==> config.mk <==
export PLATFORM = sky130hd
export DESIGN_NAME = frame_rate_drop_repeat
export DESIGN_NICKNAME = d
export VERILOG_FILES = /design/src/rtl/core/frd_pkg.sv /design/src/rtl/core/frame_rate_drop_repeat.sv /design/src/rtl/core/frd_div.sv /design/src/rtl/core/frd_setup.sv /design/src/rtl/core/frd_front.sv /design/src/rtl/core/frd_fifo.sv /design/src/rtl/core/frd_back.sv
export SDC_FILE = /design/constraint.sdc
export NUM_CORES = 2
export LEC_CHECK = 0
export CORE_MARGIN = 2
export CORE_UTILIZATION = 59
export DETAILED_ROUTE_END_ITERATION = 10
export DONT_BUFFER_PORTS = 1
export PLACE_DENSITY = 0.9
export SLEW_MARGIN = 10
export SYNTH_ARGS = -nofsm -noshare
export SYNTH_HDL_FRONTEND = slang
export SYNTH_SLANG_ARGS = --single-unit
==> constraint.sdc <==
create_clock -name clk -period 12.69 [get_ports clk]
set_input_delay 2.538 -clock clk [delete_from_list [all_inputs] [get_ports clk]]
set_output_delay 2.538 -clock clk [all_outputs]
set_load 0.02 [all_outputs]
==> src/rtl/core/frd_pkg.sv <==
// ============================================================================
// frd_pkg
// Shared types and constants of the frame rate drop/repeat converter.
// ============================================================================
package frd_pkg;

    localparam int SRC_W      = 18;
    localparam int TGT_W      = 19;
    localparam int PREC_W     = 27;
    localparam int RATIO_W    = 45;
    localparam int TAG_W      = 32;
    localparam int CFG_IDX_W  = 2;
    localparam int CFG_DATA_W = 27;

    // Depth of the request queue between front and back.
    localparam int QUEUE_DEPTH = 2;

    localparam logic [SRC_W-1:0]  SRC_RESET  = 18'd25000;
    localparam logic [TGT_W-1:0]  TGT_RESET  = 19'd25000;
    localparam logic [PREC_W-1:0] PREC_RESET = 27'd1000;

    typedef logic [CFG_IDX_W-1:0] cfg_index_t;
    localparam cfg_index_t REG_SOURCE_RATE = 2'd0;
    localparam cfg_index_t REG_TARGET_RATE = 2'd1;
    localparam cfg_index_t REG_PRECISION   = 2'd2;

    typedef logic [1:0] mode_t;
    localparam mode_t MODE_PASS   = 2'd0;
    localparam mode_t MODE_DROP   = 2'd1;
    localparam mode_t MODE_REPEAT = 2'd2;

    // Values precomputed by the setup unit for the front end.
    typedef struct packed {
        logic                busy;
        mode_t               mode;
        logic [RATIO_W-1:0]  ratio;
        logic [RATIO_W-1:0]  inc_new;
        logic [RATIO_W-1:0]  inc_lat;
        logic [PREC_W-1:0]   prec;
    } setup_status_t;

endpackage

==> src/rtl/core/frame_rate_drop_repeat.sv <==
// ============================================================================
// frame_rate_drop_repeat
// An accepted request is written into the queue and then loaded into the
// output register once that register is free. The front takes one request
// per cycle while full is low; a repeated frame holds the output register
// for both of its results. Reset and every register write start a setup
// pass, a multiply and then up to three divisions, with full high.
// ============================================================================
module frame_rate_drop_repeat
    import frd_pkg::*;
#(
    parameter int INDEX_WIDTH = 32
)
(
    input  logic                   clk,
    input  logic                   rst_n,
    // Configuration write port.
    input  logic                   cfg_we,
    input  logic [CFG_IDX_W-1:0]   cfg_index,
    input  logic [CFG_DATA_W-1:0]  cfg_wdata,
    // Source frame requests.
    input  logic                   push,
    output logic                   full,
    input  logic [TAG_W-1:0]       frame_tag,
    input  logic                   final_frame,
    // Output frame results.
    output logic                   empty,
    input  logic                   pop,
    output logic [INDEX_WIDTH-1:0] source_index,
    output logic [INDEX_WIDTH-1:0] output_index,
    output logic [TAG_W-1:0]       tag_out,
    output logic                   run_last,
    output logic                   stream_end
);

    // A queued request carries the source number, the first output number,
    // the tag, the end-of-stream flag and a repeat flag.
    localparam int ENTRY_W = 2 * INDEX_WIDTH + TAG_W + 2;

    setup_status_t      status;
    logic [RATIO_W-1:0] ratio_lat;
    logic               latch;
    logic               q_push;
    logic [ENTRY_W-1:0] q_wdata;
    logic               q_full;
    logic               q_pop;
    logic [ENTRY_W-1:0] q_rdata;
    logic               q_empty;

    // The setup unit holds the registers and, whenever they change, works out
    // the step ratio, the mode and the phase increment for the next stream.
    // It also refreshes the increment against the ratio in use, since the
    // precision may change between frames of a running stream.
    frd_setup u_setup (
        .clk       (clk),
        .rst_n     (rst_n),
        .cfg_we    (cfg_we),
        .cfg_index (cfg_index),
        .cfg_wdata (cfg_wdata),
        .ratio_lat (ratio_lat),
        .latch     (latch),
        .status    (status)
    );

    // The front end latches the ratio at the first frame of a stream, keeps
    // the phase remainder and decides how many results each frame gives.
    // Dropped frames never enter the queue.
    frd_front #(
        .INDEX_WIDTH (INDEX_WIDTH),
        .ENTRY_W     (ENTRY_W)
    ) u_front (
        .clk         (clk),
        .rst_n       (rst_n),
        .push        (push),
        .frame_tag   (frame_tag),
        .final_frame (final_frame),
        .full        (full),
        .status      (status),
        .ratio_lat   (ratio_lat),
        .latch       (latch),
        .q_push      (q_push),
        .q_data      (q_wdata),
        .q_full      (q_full)
    );

    frd_fifo #(
        .WIDTH (ENTRY_W)
    ) u_fifo (
        .clk     (clk),
        .rst_n   (rst_n),
        .wr_en   (q_push),
        .wr_data (q_wdata),
        .full    (q_full),
        .rd_en   (q_pop),
        .rd_data (q_rdata),
        .empty   (q_empty)
    );

    // The back end expands a repeated frame into two results with
    // consecutive output numbers; the output register lets the front keep
    // accepting while a result waits to be taken.
    frd_back #(
        .INDEX_WIDTH (INDEX_WIDTH),
        .ENTRY_W     (ENTRY_W)
    ) u_back (
        .clk          (clk),
        .rst_n        (rst_n),
        .q_empty      (q_empty),
        .q_data       (q_rdata),
        .q_pop        (q_pop),
        .empty        (empty),
        .pop          (pop),
        .source_index (source_index),
        .output_index (output_index),
        .tag_out      (tag_out),
        .run_last     (run_last),
        .stream_end   (stream_end)
    );

endmodule

==> src/rtl/core/frd_div.sv <==
// ============================================================================
// frd_div
// Restoring divider, one quotient bit per cycle, with quotient and remainder.
// ============================================================================
module frd_div
    import frd_pkg::*;
#(
    parameter int W = 45
)
(
    input  logic         clk,
    input  logic         rst_n,
    input  logic         start,
    input  logic [W-1:0] dividend,
    input  logic [W-1:0] divisor,
    output logic         done,
    output logic [W-1:0] quot,
    output logic [W-1:0] rem
);

    localparam int CNT_W = $clog2(W + 1);

    logic [W-1:0]     rem_reg;
    logic [W-1:0]     dq_reg;
    logic [W-1:0]     dvs_reg;
    logic [CNT_W-1:0] cnt_reg;
    logic             busy_reg;
    logic             done_reg;

    logic [W:0] trial;
    logic [W:0] diff;
    logic       ge;

    assign trial = {rem_reg, dq_reg[W-1]};
    assign ge    = trial >= {1'b0, dvs_reg};
    assign diff  = trial - {1'b0, dvs_reg};

    always_ff @(posedge clk or negedge rst_n)
    begin
        if (!rst_n)
        begin
            busy_reg <= 1'b0;
            done_reg <= 1'b0;
            cnt_reg  <= '0;
        end
        else
        begin
            done_reg <= 1'b0;
            if (start)
            begin
                busy_reg <= 1'b1;
                cnt_reg  <= CNT_W'(W);
            end
            else if (busy_reg)
            begin
                cnt_reg <= cnt_reg - 1'b1;
                if (cnt_reg == CNT_W'(1))
                begin
                    busy_reg <= 1'b0;
                    done_reg <= 1'b1;
                end
            end
        end
    end

    always_ff @(posedge clk)
    begin
        if (start)
        begin
            rem_reg <= '0;
            dq_reg  <= dividend;
            dvs_reg <= divisor;
        end
        else if (busy_reg)
        begin
            rem_reg <= ge ? diff[W-1:0] : trial[W-1:0];
            dq_reg  <= {dq_reg[W-2:0], ge};
        end
    end

    assign done = done_reg;
    assign quot = dq_reg;
    assign rem  = rem_reg;

endmodule

==> src/rtl/core/frd_setup.sv <==
// ============================================================================
// frd_setup
// Configuration registers and the sequencer that precomputes the step ratio,
// the new mode and the per-frame phase increments with a shared divider.
// ============================================================================
module frd_setup
    import frd_pkg::*;
(
    input  logic                  clk,
    input  logic                  rst_n,
    input  logic                  cfg_we,
    input  logic [CFG_IDX_W-1:0]  cfg_index,
    input  logic [CFG_DATA_W-1:0] cfg_wdata,
    input  logic [RATIO_W-1:0]    ratio_lat,
    input  logic                  latch,
    output setup_status_t         status
);

    localparam logic [2:0] ST_IDLE       = 3'd0;
    localparam logic [2:0] ST_MUL        = 3'd1;
    localparam logic [2:0] ST_RATIO_GO   = 3'd2;
    localparam logic [2:0] ST_RATIO_WAIT = 3'd3;
    localparam logic [2:0] ST_MODN_GO    = 3'd4;
    localparam logic [2:0] ST_MODN_WAIT  = 3'd5;
    localparam logic [2:0] ST_MODL_GO    = 3'd6;
    localparam logic [2:0] ST_MODL_WAIT  = 3'd7;

    logic [SRC_W-1:0]   src_reg;
    logic [TGT_W-1:0]   tgt_reg;
    logic [PREC_W-1:0]  prec_reg;
    logic [2:0]         state_reg;
    logic [2:0]         state_next;
    logic [RATIO_W-1:0] prod_reg;
    logic [RATIO_W-1:0] ratio_reg;
    mode_t              mode_reg;
    logic [RATIO_W-1:0] inc_new_reg;
    logic [RATIO_W-1:0] inc_lat_reg;

    logic [TGT_W-1:0]   src_ext;
    logic [TGT_W-1:0]   diff;
    logic [RATIO_W-1:0] prod;
    logic               div_start;
    logic [RATIO_W-1:0] div_dividend;
    logic [RATIO_W-1:0] div_divisor;
    logic               div_done;
    logic [RATIO_W-1:0] div_quot;
    logic [RATIO_W-1:0] div_rem;

    assign src_ext = {1'b0, src_reg};
    assign diff    = (tgt_reg > src_ext) ? (tgt_reg - src_ext) : (src_ext - tgt_reg);
    assign prod    = RATIO_W'(src_reg) * RATIO_W'(prec_reg);

    // Configuration registers.
    always_ff @(posedge clk or negedge rst_n)
    begin
        if (!rst_n)
        begin
            src_reg  <= SRC_RESET;
            tgt_reg  <= TGT_RESET;
            prec_reg <= PREC_RESET;
        end
        else if (cfg_we)
        begin
            unique case (cfg_index)
                REG_SOURCE_RATE: src_reg  <= cfg_wdata[SRC_W-1:0];
                REG_TARGET_RATE: tgt_reg  <= cfg_wdata[TGT_W-1:0];
                REG_PRECISION:   prec_reg <= cfg_wdata[PREC_W-1:0];
                default:         ;
            endcase
        end
    end

    always_comb
    begin
        state_next   = state_reg;
        div_start    = 1'b0;
        div_dividend = RATIO_W'(prec_reg);
        div_divisor  = ratio_reg;
        unique case (state_reg)
            ST_IDLE:       state_next = ST_IDLE;
            ST_MUL:        state_next = ST_RATIO_GO;
            ST_RATIO_GO:
            begin
                div_dividend = prod_reg;
                div_divisor  = RATIO_W'(diff);
                div_start    = (diff != '0);
                state_next   = (diff != '0) ? ST_RATIO_WAIT : ST_MODN_GO;
            end
            ST_RATIO_WAIT: state_next = div_done ? ST_MODN_GO : ST_RATIO_WAIT;
            ST_MODN_GO:
            begin
                div_start  = (ratio_reg != '0);
                state_next = (ratio_reg != '0) ? ST_MODN_WAIT : ST_MODL_GO;
            end
            ST_MODN_WAIT:  state_next = div_done ? ST_MODL_GO : ST_MODN_WAIT;
            ST_MODL_GO:
            begin
                div_divisor = ratio_lat;
                div_start   = (ratio_lat != '0);
                state_next  = (ratio_lat != '0) ? ST_MODL_WAIT : ST_IDLE;
            end
            ST_MODL_WAIT:  state_next = div_done ? ST_IDLE : ST_MODL_WAIT;
            default:       state_next = ST_IDLE;
        endcase
        // Any register write starts the computation over.
        if (cfg_we)
        begin
            state_next = ST_MUL;
        end
    end

    always_ff @(posedge clk or negedge rst_n)
    begin
        if (!rst_n)
        begin
            state_reg   <= ST_MUL;
            ratio_reg   <= '0;
            mode_reg    <= MODE_PASS;
            inc_new_reg <= '0;
            inc_lat_reg <= '0;
        end
        else
        begin
            state_reg <= state_next;
            if (latch)
            begin
                inc_lat_reg <= inc_new_reg;
            end
            unique case (state_reg)
                ST_RATIO_GO:
                begin
                    if (diff == '0)
                    begin
                        ratio_reg <= '0;
                        mode_reg  <= MODE_PASS;
                    end
                end
                ST_RATIO_WAIT:
                begin
                    if (div_done)
                    begin
                        ratio_reg <= div_quot;
                        if (div_quot == '0)
                        begin
                            mode_reg <= MODE_PASS;
                        end
                        else
                        begin
                            mode_reg <= (tgt_reg < src_ext) ? MODE_DROP : MODE_REPEAT;
                        end
                    end
                end
                ST_MODN_GO:
                begin
                    if (ratio_reg == '0)
                    begin
                        inc_new_reg <= '0;
                    end
                end
                ST_MODN_WAIT:
                begin
                    if (div_done)
                    begin
                        inc_new_reg <= div_rem;
                    end
                end
                ST_MODL_GO:
                begin
                    if (ratio_lat == '0)
                    begin
                        inc_lat_reg <= '0;
                    end
                end
                ST_MODL_WAIT:
                begin
                    if (div_done)
                    begin
                        inc_lat_reg <= div_rem;
                    end
                end
                default: ;
            endcase
        end
    end

    always_ff @(posedge clk)
    begin
        if (state_reg == ST_MUL)
        begin
            prod_reg <= prod;
        end
    end

    frd_div #(
        .W (RATIO_W)
    ) u_div (
        .clk      (clk),
        .rst_n    (rst_n),
        .start    (div_start),
        .dividend (div_dividend),
        .divisor  (div_divisor),
        .done     (div_done),
        .quot     (div_quot),
        .rem      (div_rem)
    );

    assign status.busy    = (state_reg != ST_IDLE);
    assign status.mode    = mode_reg;
    assign status.ratio   = ratio_reg;
    assign status.inc_new = inc_new_reg;
    assign status.inc_lat = inc_lat_reg;
    assign status.prec    = prec_reg;

endmodule

==> src/rtl/core/frd_front.sv <==
// ============================================================================
// frd_front
// Accepts source frame requests, tracks the phase and classifies each frame
// as dropped, passed once or repeated.
// ============================================================================
module frd_front
    import frd_pkg::*;
#(
    parameter int INDEX_WIDTH = 32,
    parameter int ENTRY_W     = 2 * INDEX_WIDTH + TAG_W + 2
)
(
    input  logic               clk,
    input  logic               rst_n,
    input  logic               push,
    input  logic [TAG_W-1:0]   frame_tag,
    input  logic               final_frame,
    output logic               full,
    input  setup_status_t      status,
    output logic [RATIO_W-1:0] ratio_lat,
    output logic               latch,
    output logic               q_push,
    output logic [ENTRY_W-1:0] q_data,
    input  logic               q_full
);

    logic [INDEX_WIDTH-1:0] src_cnt_reg;
    logic [INDEX_WIDTH-1:0] out_cnt_reg;
    logic [RATIO_W-1:0]     phase_reg;
    logic [RATIO_W-1:0]     ratio_reg;
    mode_t                  mode_reg;

    logic               accept;
    logic               first;
    logic [RATIO_W-1:0] ratio_use;
    mode_t              mode_use;
    logic [RATIO_W-1:0] inc_use;
    logic [RATIO_W-1:0] r_use;
    logic [RATIO_W-1:0] gap;
    logic               active;
    logic               marked;
    logic [RATIO_W:0]   sum;
    logic [RATIO_W:0]   sum_sub;
    logic [RATIO_W-1:0] phase_adv;
    logic               drop_it;
    logic               rep;

    assign full   = status.busy || q_full;
    assign accept = push && !full;
    assign first  = (src_cnt_reg == '0);

    // The first frame of a stream takes the freshly computed ratio and mode.
    assign ratio_use = first ? status.ratio : ratio_reg;
    assign mode_use  = first ? status.mode : mode_reg;
    assign inc_use   = first ? status.inc_new : status.inc_lat;
    assign r_use     = first ? '0 : phase_reg;

    assign gap    = ratio_use - r_use;
    assign active = (mode_use != MODE_PASS) && (ratio_use != '0);
    assign marked = active && (status.prec != '0)
                    && ((r_use == '0) || (gap < RATIO_W'(status.prec)));

    // Both terms are below the ratio, so one conditional subtract wraps it.
    assign sum       = {1'b0, r_use} + {1'b0, inc_use};
    assign sum_sub   = sum - {1'b0, ratio_use};
    assign phase_adv = (sum >= {1'b0, ratio_use}) ? sum_sub[RATIO_W-1:0]
                                                  : sum[RATIO_W-1:0];

    assign drop_it = (mode_use == MODE_DROP) && marked;
    assign rep     = (mode_use == MODE_REPEAT) && marked;

    assign q_push    = accept && !drop_it;
    assign q_data    = {src_cnt_reg, out_cnt_reg, frame_tag, final_frame, rep};
    assign latch     = accept && first;
    assign ratio_lat = ratio_reg;

    always_ff @(posedge clk or negedge rst_n)
    begin
        if (!rst_n)
        begin
            src_cnt_reg <= '0;
            out_cnt_reg <= '0;
            phase_reg   <= '0;
            ratio_reg   <= '0;
            mode_reg    <= MODE_PASS;
        end
        else if (accept)
        begin
            if (first)
            begin
                ratio_reg <= status.ratio;
                mode_reg  <= status.mode;
            end
            if (final_frame)
            begin
                src_cnt_reg <= '0;
                out_cnt_reg <= '0;
                phase_reg   <= '0;
            end
            else
            begin
                src_cnt_reg <= src_cnt_reg + 1'b1;
                phase_reg   <= active ? phase_adv : r_use;
                if (rep)
                begin
                    out_cnt_reg <= out_cnt_reg + INDEX_WIDTH'(2);
                end
                else if (!drop_it)
                begin
                    out_cnt_reg <= out_cnt_reg + 1'b1;
                end
            end
        end
    end

endmodule

==> src/rtl/core/frd_fifo.sv <==
// ============================================================================
// frd_fifo
// Short register queue that decouples the front end from the back end.
// ============================================================================
module frd_fifo
    import frd_pkg::*;
#(
    parameter int WIDTH = 98
)
(
    input  logic             clk,
    input  logic             rst_n,
    input  logic             wr_en,
    input  logic [WIDTH-1:0] wr_data,
    output logic             full,
    input  logic             rd_en,
    output logic [WIDTH-1:0] rd_data,
    output logic             empty
);

    localparam int PTR_W = (QUEUE_DEPTH > 1) ? $clog2(QUEUE_DEPTH) : 1;
    localparam int CNT_W = $clog2(QUEUE_DEPTH + 1);

    logic [WIDTH-1:0] mem_reg [QUEUE_DEPTH];
    logic [PTR_W-1:0] wr_ptr_reg;
    logic [PTR_W-1:0] rd_ptr_reg;
    logic [CNT_W-1:0] cnt_reg;

    logic do_wr;
    logic do_rd;

    assign full  = (cnt_reg == CNT_W'(QUEUE_DEPTH));
    assign empty = (cnt_reg == '0);
    assign do_wr = wr_en && !full;
    assign do_rd = rd_en && !empty;
    assign rd_data = mem_reg[rd_ptr_reg];

    always_ff @(posedge clk or negedge rst_n)
    begin
        if (!rst_n)
        begin
            wr_ptr_reg <= '0;
            rd_ptr_reg <= '0;
            cnt_reg    <= '0;
        end
        else
        begin
            if (do_wr)
            begin
                wr_ptr_reg <= (wr_ptr_reg == PTR_W'(QUEUE_DEPTH - 1)) ? '0
                                                                      : wr_ptr_reg + 1'b1;
            end
            if (do_rd)
            begin
                rd_ptr_reg <= (rd_ptr_reg == PTR_W'(QUEUE_DEPTH - 1)) ? '0
                                                                      : rd_ptr_reg + 1'b1;
            end
            if (do_wr && !do_rd)
            begin
                cnt_reg <= cnt_reg + 1'b1;
            end
            else if (do_rd && !do_wr)
            begin
                cnt_reg <= cnt_reg - 1'b1;
            end
        end
    end

    always_ff @(posedge clk)
    begin
        if (do_wr)
        begin
            mem_reg[wr_ptr_reg] <= wr_data;
        end
    end

endmodule

==> src/rtl/core/frd_back.sv <==
// ============================================================================
// frd_back
// Turns queued requests into one or two results held in an output register.
// ============================================================================
module frd_back
    import frd_pkg::*;
#(
    parameter int INDEX_WIDTH = 32,
    parameter int ENTRY_W     = 2 * INDEX_WIDTH + TAG_W + 2
)
(
    input  logic                   clk,
    input  logic                   rst_n,
    input  logic                   q_empty,
    input  logic [ENTRY_W-1:0]     q_data,
    output logic                   q_pop,
    output logic                   empty,
    input  logic                   pop,
    output logic [INDEX_WIDTH-1:0] source_index,
    output logic [INDEX_WIDTH-1:0] output_index,
    output logic [TAG_W-1:0]       tag_out,
    output logic                   run_last,
    output logic                   stream_end
);

    logic                   valid_reg;
    logic                   pend_reg;
    logic [INDEX_WIDTH-1:0] src_reg;
    logic [INDEX_WIDTH-1:0] oidx_reg;
    logic [TAG_W-1:0]       tag_reg;
    logic                   last_reg;
    logic                   end_reg;

    logic [INDEX_WIDTH-1:0] e_src;
    logic [INDEX_WIDTH-1:0] e_oidx;
    logic [TAG_W-1:0]       e_tag;
    logic                   e_fin;
    logic                   e_rep;
    logic                   load;

    assign {e_src, e_oidx, e_tag, e_fin, e_rep} = q_data;

    assign load  = !valid_reg || pop;
    assign q_pop = load && !pend_reg && !q_empty;

    always_ff @(posedge clk or negedge rst_n)
    begin
        if (!rst_n)
        begin
            valid_reg <= 1'b0;
            pend_reg  <= 1'b0;
        end
        else if (load)
        begin
            if (pend_reg)
            begin
                valid_reg <= 1'b1;
                pend_reg  <= 1'b0;
            end
            else
            begin
                valid_reg <= !q_empty;
                pend_reg  <= !q_empty && e_rep;
            end
        end
    end

    always_ff @(posedge clk)
    begin
        if (load)
        begin
            if (pend_reg)
            begin
                // Second copy of a repeated frame.
                oidx_reg <= oidx_reg + 1'b1;
                last_reg <= 1'b1;
            end
            else if (!q_empty)
            begin
                src_reg  <= e_src;
                oidx_reg <= e_oidx;
                tag_reg  <= e_tag;
                end_reg  <= e_fin;
                last_reg <= !e_rep;
            end
        end
    end

    assign empty        = !valid_reg;
    assign source_index = src_reg;
    assign output_index = oidx_reg;
    assign tag_out      = tag_reg;
    assign run_last     = last_reg;
    assign stream_end   = end_reg;

endmodule

==> metrics <==
run status=complete, no violations; CTS resizes=0; cts bufs inserted=90; Synth Instances=6560; Tightest Pin Transition=1.310 ns; ys async rst share=0.4410; clock root buffer=clkbuf_16; largest net degree at the start of global routing=375; top_reg_cell synth=edfxtp_1; Max Cap Viol=0; Setup Skew=0.09972 ns; Longest Clk Path Bufs=3; RSZ-0062 raised after global routing=false; fin nets=7228; Final ANT Viol Nets=0; synthesized area per cell=9.654 sq um; critical path fanouts, max=38; Area growth, synth to finish=6.706%; Yosys warning total=0; Final setup violation count=0; relative slew slack=0.1267; num ports=167; drt wl/cell=24.32 um; clk sink count=848; crit path DAT=10.38 ns; GRT overflow=0; GRT Overall Usage=0.3452; clk_lat worst skew=0.76 ns; hold_buf cts=0; antenna violations before repair=8; Via density=6.528; starting density of the core=0.5932; post-synthesis cell type count=92; final WL=191400 um; CTS tree=built; die width=331.6 um; Vias=51390; 1st-iter DRT viols=6470; Max Fclk=0.1017 GHz; first-pass GRT wire length=295800 um; Period Utilization, post-route=0.7749; Setup Buffers After CTS=0; post-layout min period=9.834 ns; port buffer count=0; # DRC=0; clock-pin slew on the worst setup and hold paths=0.08 ns; Chip Height=331.6 um; Die ar.=110000 sq um; Mapped Area=63330 sq um; CTS H-tree lvls=3; core region area=106800 sq um; worst hold path class=flop to flop; num rows=120; DR pass1 iterations=7; WS Path Type=flop to flop; CP Capture Type=flop; Hold Violations, Final=0; sequential share of the synthesized area=0.3658; Final TNS setup=0 ns; Post-synth EDFFs=429; vias in the first global route=51420; FF+latch count, synth=848; max reg flops=196; CP Launch Type=flop; Slew Viols, Final=0; DP Cell Count=7699; CP required=13.24 ns; HPWL Detailed=138700 um; Layout Cells excl Fill=7871; layout cell share with drive strength beyond 1=0.07470; routability congestion estimate from global placement=1.023; Syn Nets=7400
cells by family after synthesis:
group / Yosys count / synth area share
adders and majority gates: 774 / 0.2010
AOI/OAI and AO/OA: 1301 / 0.1318
and+or+nand+nor: 1988 / 0.1414
xor gates and xnor gates: 272 / 0.03762
muxes: 361 / 0.06111
buffers and inverters: 1016 / 0.06127
DFF: 848 / 0.3658
Yosys cell counts (30+ instances only):
cell        n  share of area
nand2_1   976          0.058
inv_1     683          0.040
edfxtp_1  429           0.20
nor2_1    413          0.024
fa_1      406           0.13
a21oi_1   404          0.032
ha_1      367          0.073
dfrtp_1   355           0.14
o21ai_0   293          0.023
clkbuf_1  270          0.016
mux2_2    193          0.034
mux2i_1   165          0.026
xnor2_1   165          0.023
a22o_1    134          0.019
a21o_1    123          0.015
xor2_1    107          0.015
nand3_1    88         0.0070
nand4_1    83         0.0082
nor4_1     72         0.0071
nor3_1     60         0.0047
a211oi_1   57         0.0068
nand2b_1   46         0.0045
and2_1     45         0.0044
dfxtp_1    45          0.014
o31ai_1    42         0.0050
nor2b_1    41         0.0041
or3_1      37         0.0037
and3_1     36         0.0036
o21a_1     32         0.0038
or4_1      30         0.0036
metal layers:
layer / global-route usage / up-vias / wire, um
met2: 0.5486 / 3463 / 87260
met4: 0.1985 / 2 / 12930
li1: - / 22200 / -
met3: 0.07471 / 819 / 21140
met1: 0.4384 / 24900 / 70040
met5: 0 / - / 16
per-stage QoR:
step / instance area, sq um / hold WS [ns] / util / setup slack (ns)
floorplan: 63330 / 0.4497 / - / 2.424
global placement: 64400 / 0.4660 / 0.6033 / 3.468
detailed placement: 64410 / 0.4697 / 0.6033 / 3.301
CTS: 67560 / 0.4818 / 0.6329 / 3.098
global route: 67570 / 0.5119 / 0.6330 / 2.403
finish: 67570 / 0.4821 / 0.6330 / 2.856
worst max-delay path, cell delays in order (launching register included):
cell and delay, ns:
dfrtp_1 0.55, nor4_1 0.51, nand4_1 0.38, or3_4 0.57
buf_4 0.34, nand2_1 0.13, nand2_1 0.07, ha_1 0.35
nor2b_1 0.22, o311a_1 0.19, o211ai_1 0.09, a21boi_0 0.34
o211ai_1 0.24, o31a_1 0.31, o31ai_1 0.84, xor2_1 0.21
ha_1 0.45, and3_1 0.20, a311o_1 0.34, a311oi_1 0.56
o21ai_0 0.39, a31oi_1 0.45, o32a_1 0.23, nand2_1 0.05
buf_4 0.26, inv_1 0.86, nand2_1 0.13, a32o_1 0.28
cells in the final DEF, fill, tap and decap left out, types with 14 or more instances in the layout:
| master | count |
|---|---|
| nor2b_1 | 41 |
| o31ai_1 | 41 |
| o21a_1 | 32 |
| a211oi_1 | 57 |
| dfxtp_1 | 45 |
| nand3_1 | 88 |
| nand2_1 | 974 |
| a21boi_0 | 15 |
| nor3_1 | 58 |
| xor2_1 | 107 |
| nor4_1 | 72 |
| dfrtp_1 | 352 |
| a22o_1 | 134 |
| nor2_1 | 407 |
| or4_1 | 30 |
| edfxtp_1 | 429 |
| a21oi_1 | 402 |
| nand4_1 | 83 |
| clkbuf_16 | 94 |
| clkbuf_1 | 18 |
| mux2i_1 | 165 |
| and2_1 | 44 |
| o21bai_1 | 29 |
| a21o_1 | 123 |
| inv_1 | 683 |
| fa_1 | 406 |
| or3_1 | 36 |
| nand2b_1 | 45 |
| dfstp_2 | 19 |
| and3_1 | 35 |
| clkinv_2 | 18 |
| clkinv_1 | 14 |
| xnor2_1 | 165 |
| a31oi_1 | 26 |
| ha_1 | 367 |
| mux2_2 | 193 |
| buf_4 | 60 |
| o21ai_0 | 293 |
| o211ai_1 | 19 |
layout make-up:
| type | count | area [sq um] |
|---|---|---|
| Clock buffer | 121 | 2544 |
| Tap cell | 1403 | 1755 |
| Inverter | 692 | 2600 |
| Antenna cell | 2 | 5.005 |
| Timing Repair Buffer | 60 | 450.4 |
| Fill cell | 7778 | 39180 |
| Sequential cell | 848 | 23170 |
| Clock inverter | 49 | 611.8 |
| Multi-Input combinational cell | 4696 | 36430 |
worst paths after layout:
path	cells after the start	startpoint	slack (ns)	endpoint
max	27	u_front.src_cnt_reg[16]	2.86	u_front.phase_reg[1]
min	2	u_front.phase_reg[11]	0.48	u_front.phase_reg[11]
max reg2reg	27	u_front.src_cnt_reg[16]	2.86	u_front.phase_reg[1]
min reg2reg	2	u_front.phase_reg[11]	0.48	u_front.phase_reg[11]
max in group asynchronous	0	rst_n	10.55	u_setup.prec_reg[24]
min in group asynchronous	0	rst_n	1.55	u_front.src_cnt_reg[16]
Power is not shown: default switching activity piles up to over one toggle a cycle in this logic, so the estimate is an artifact.
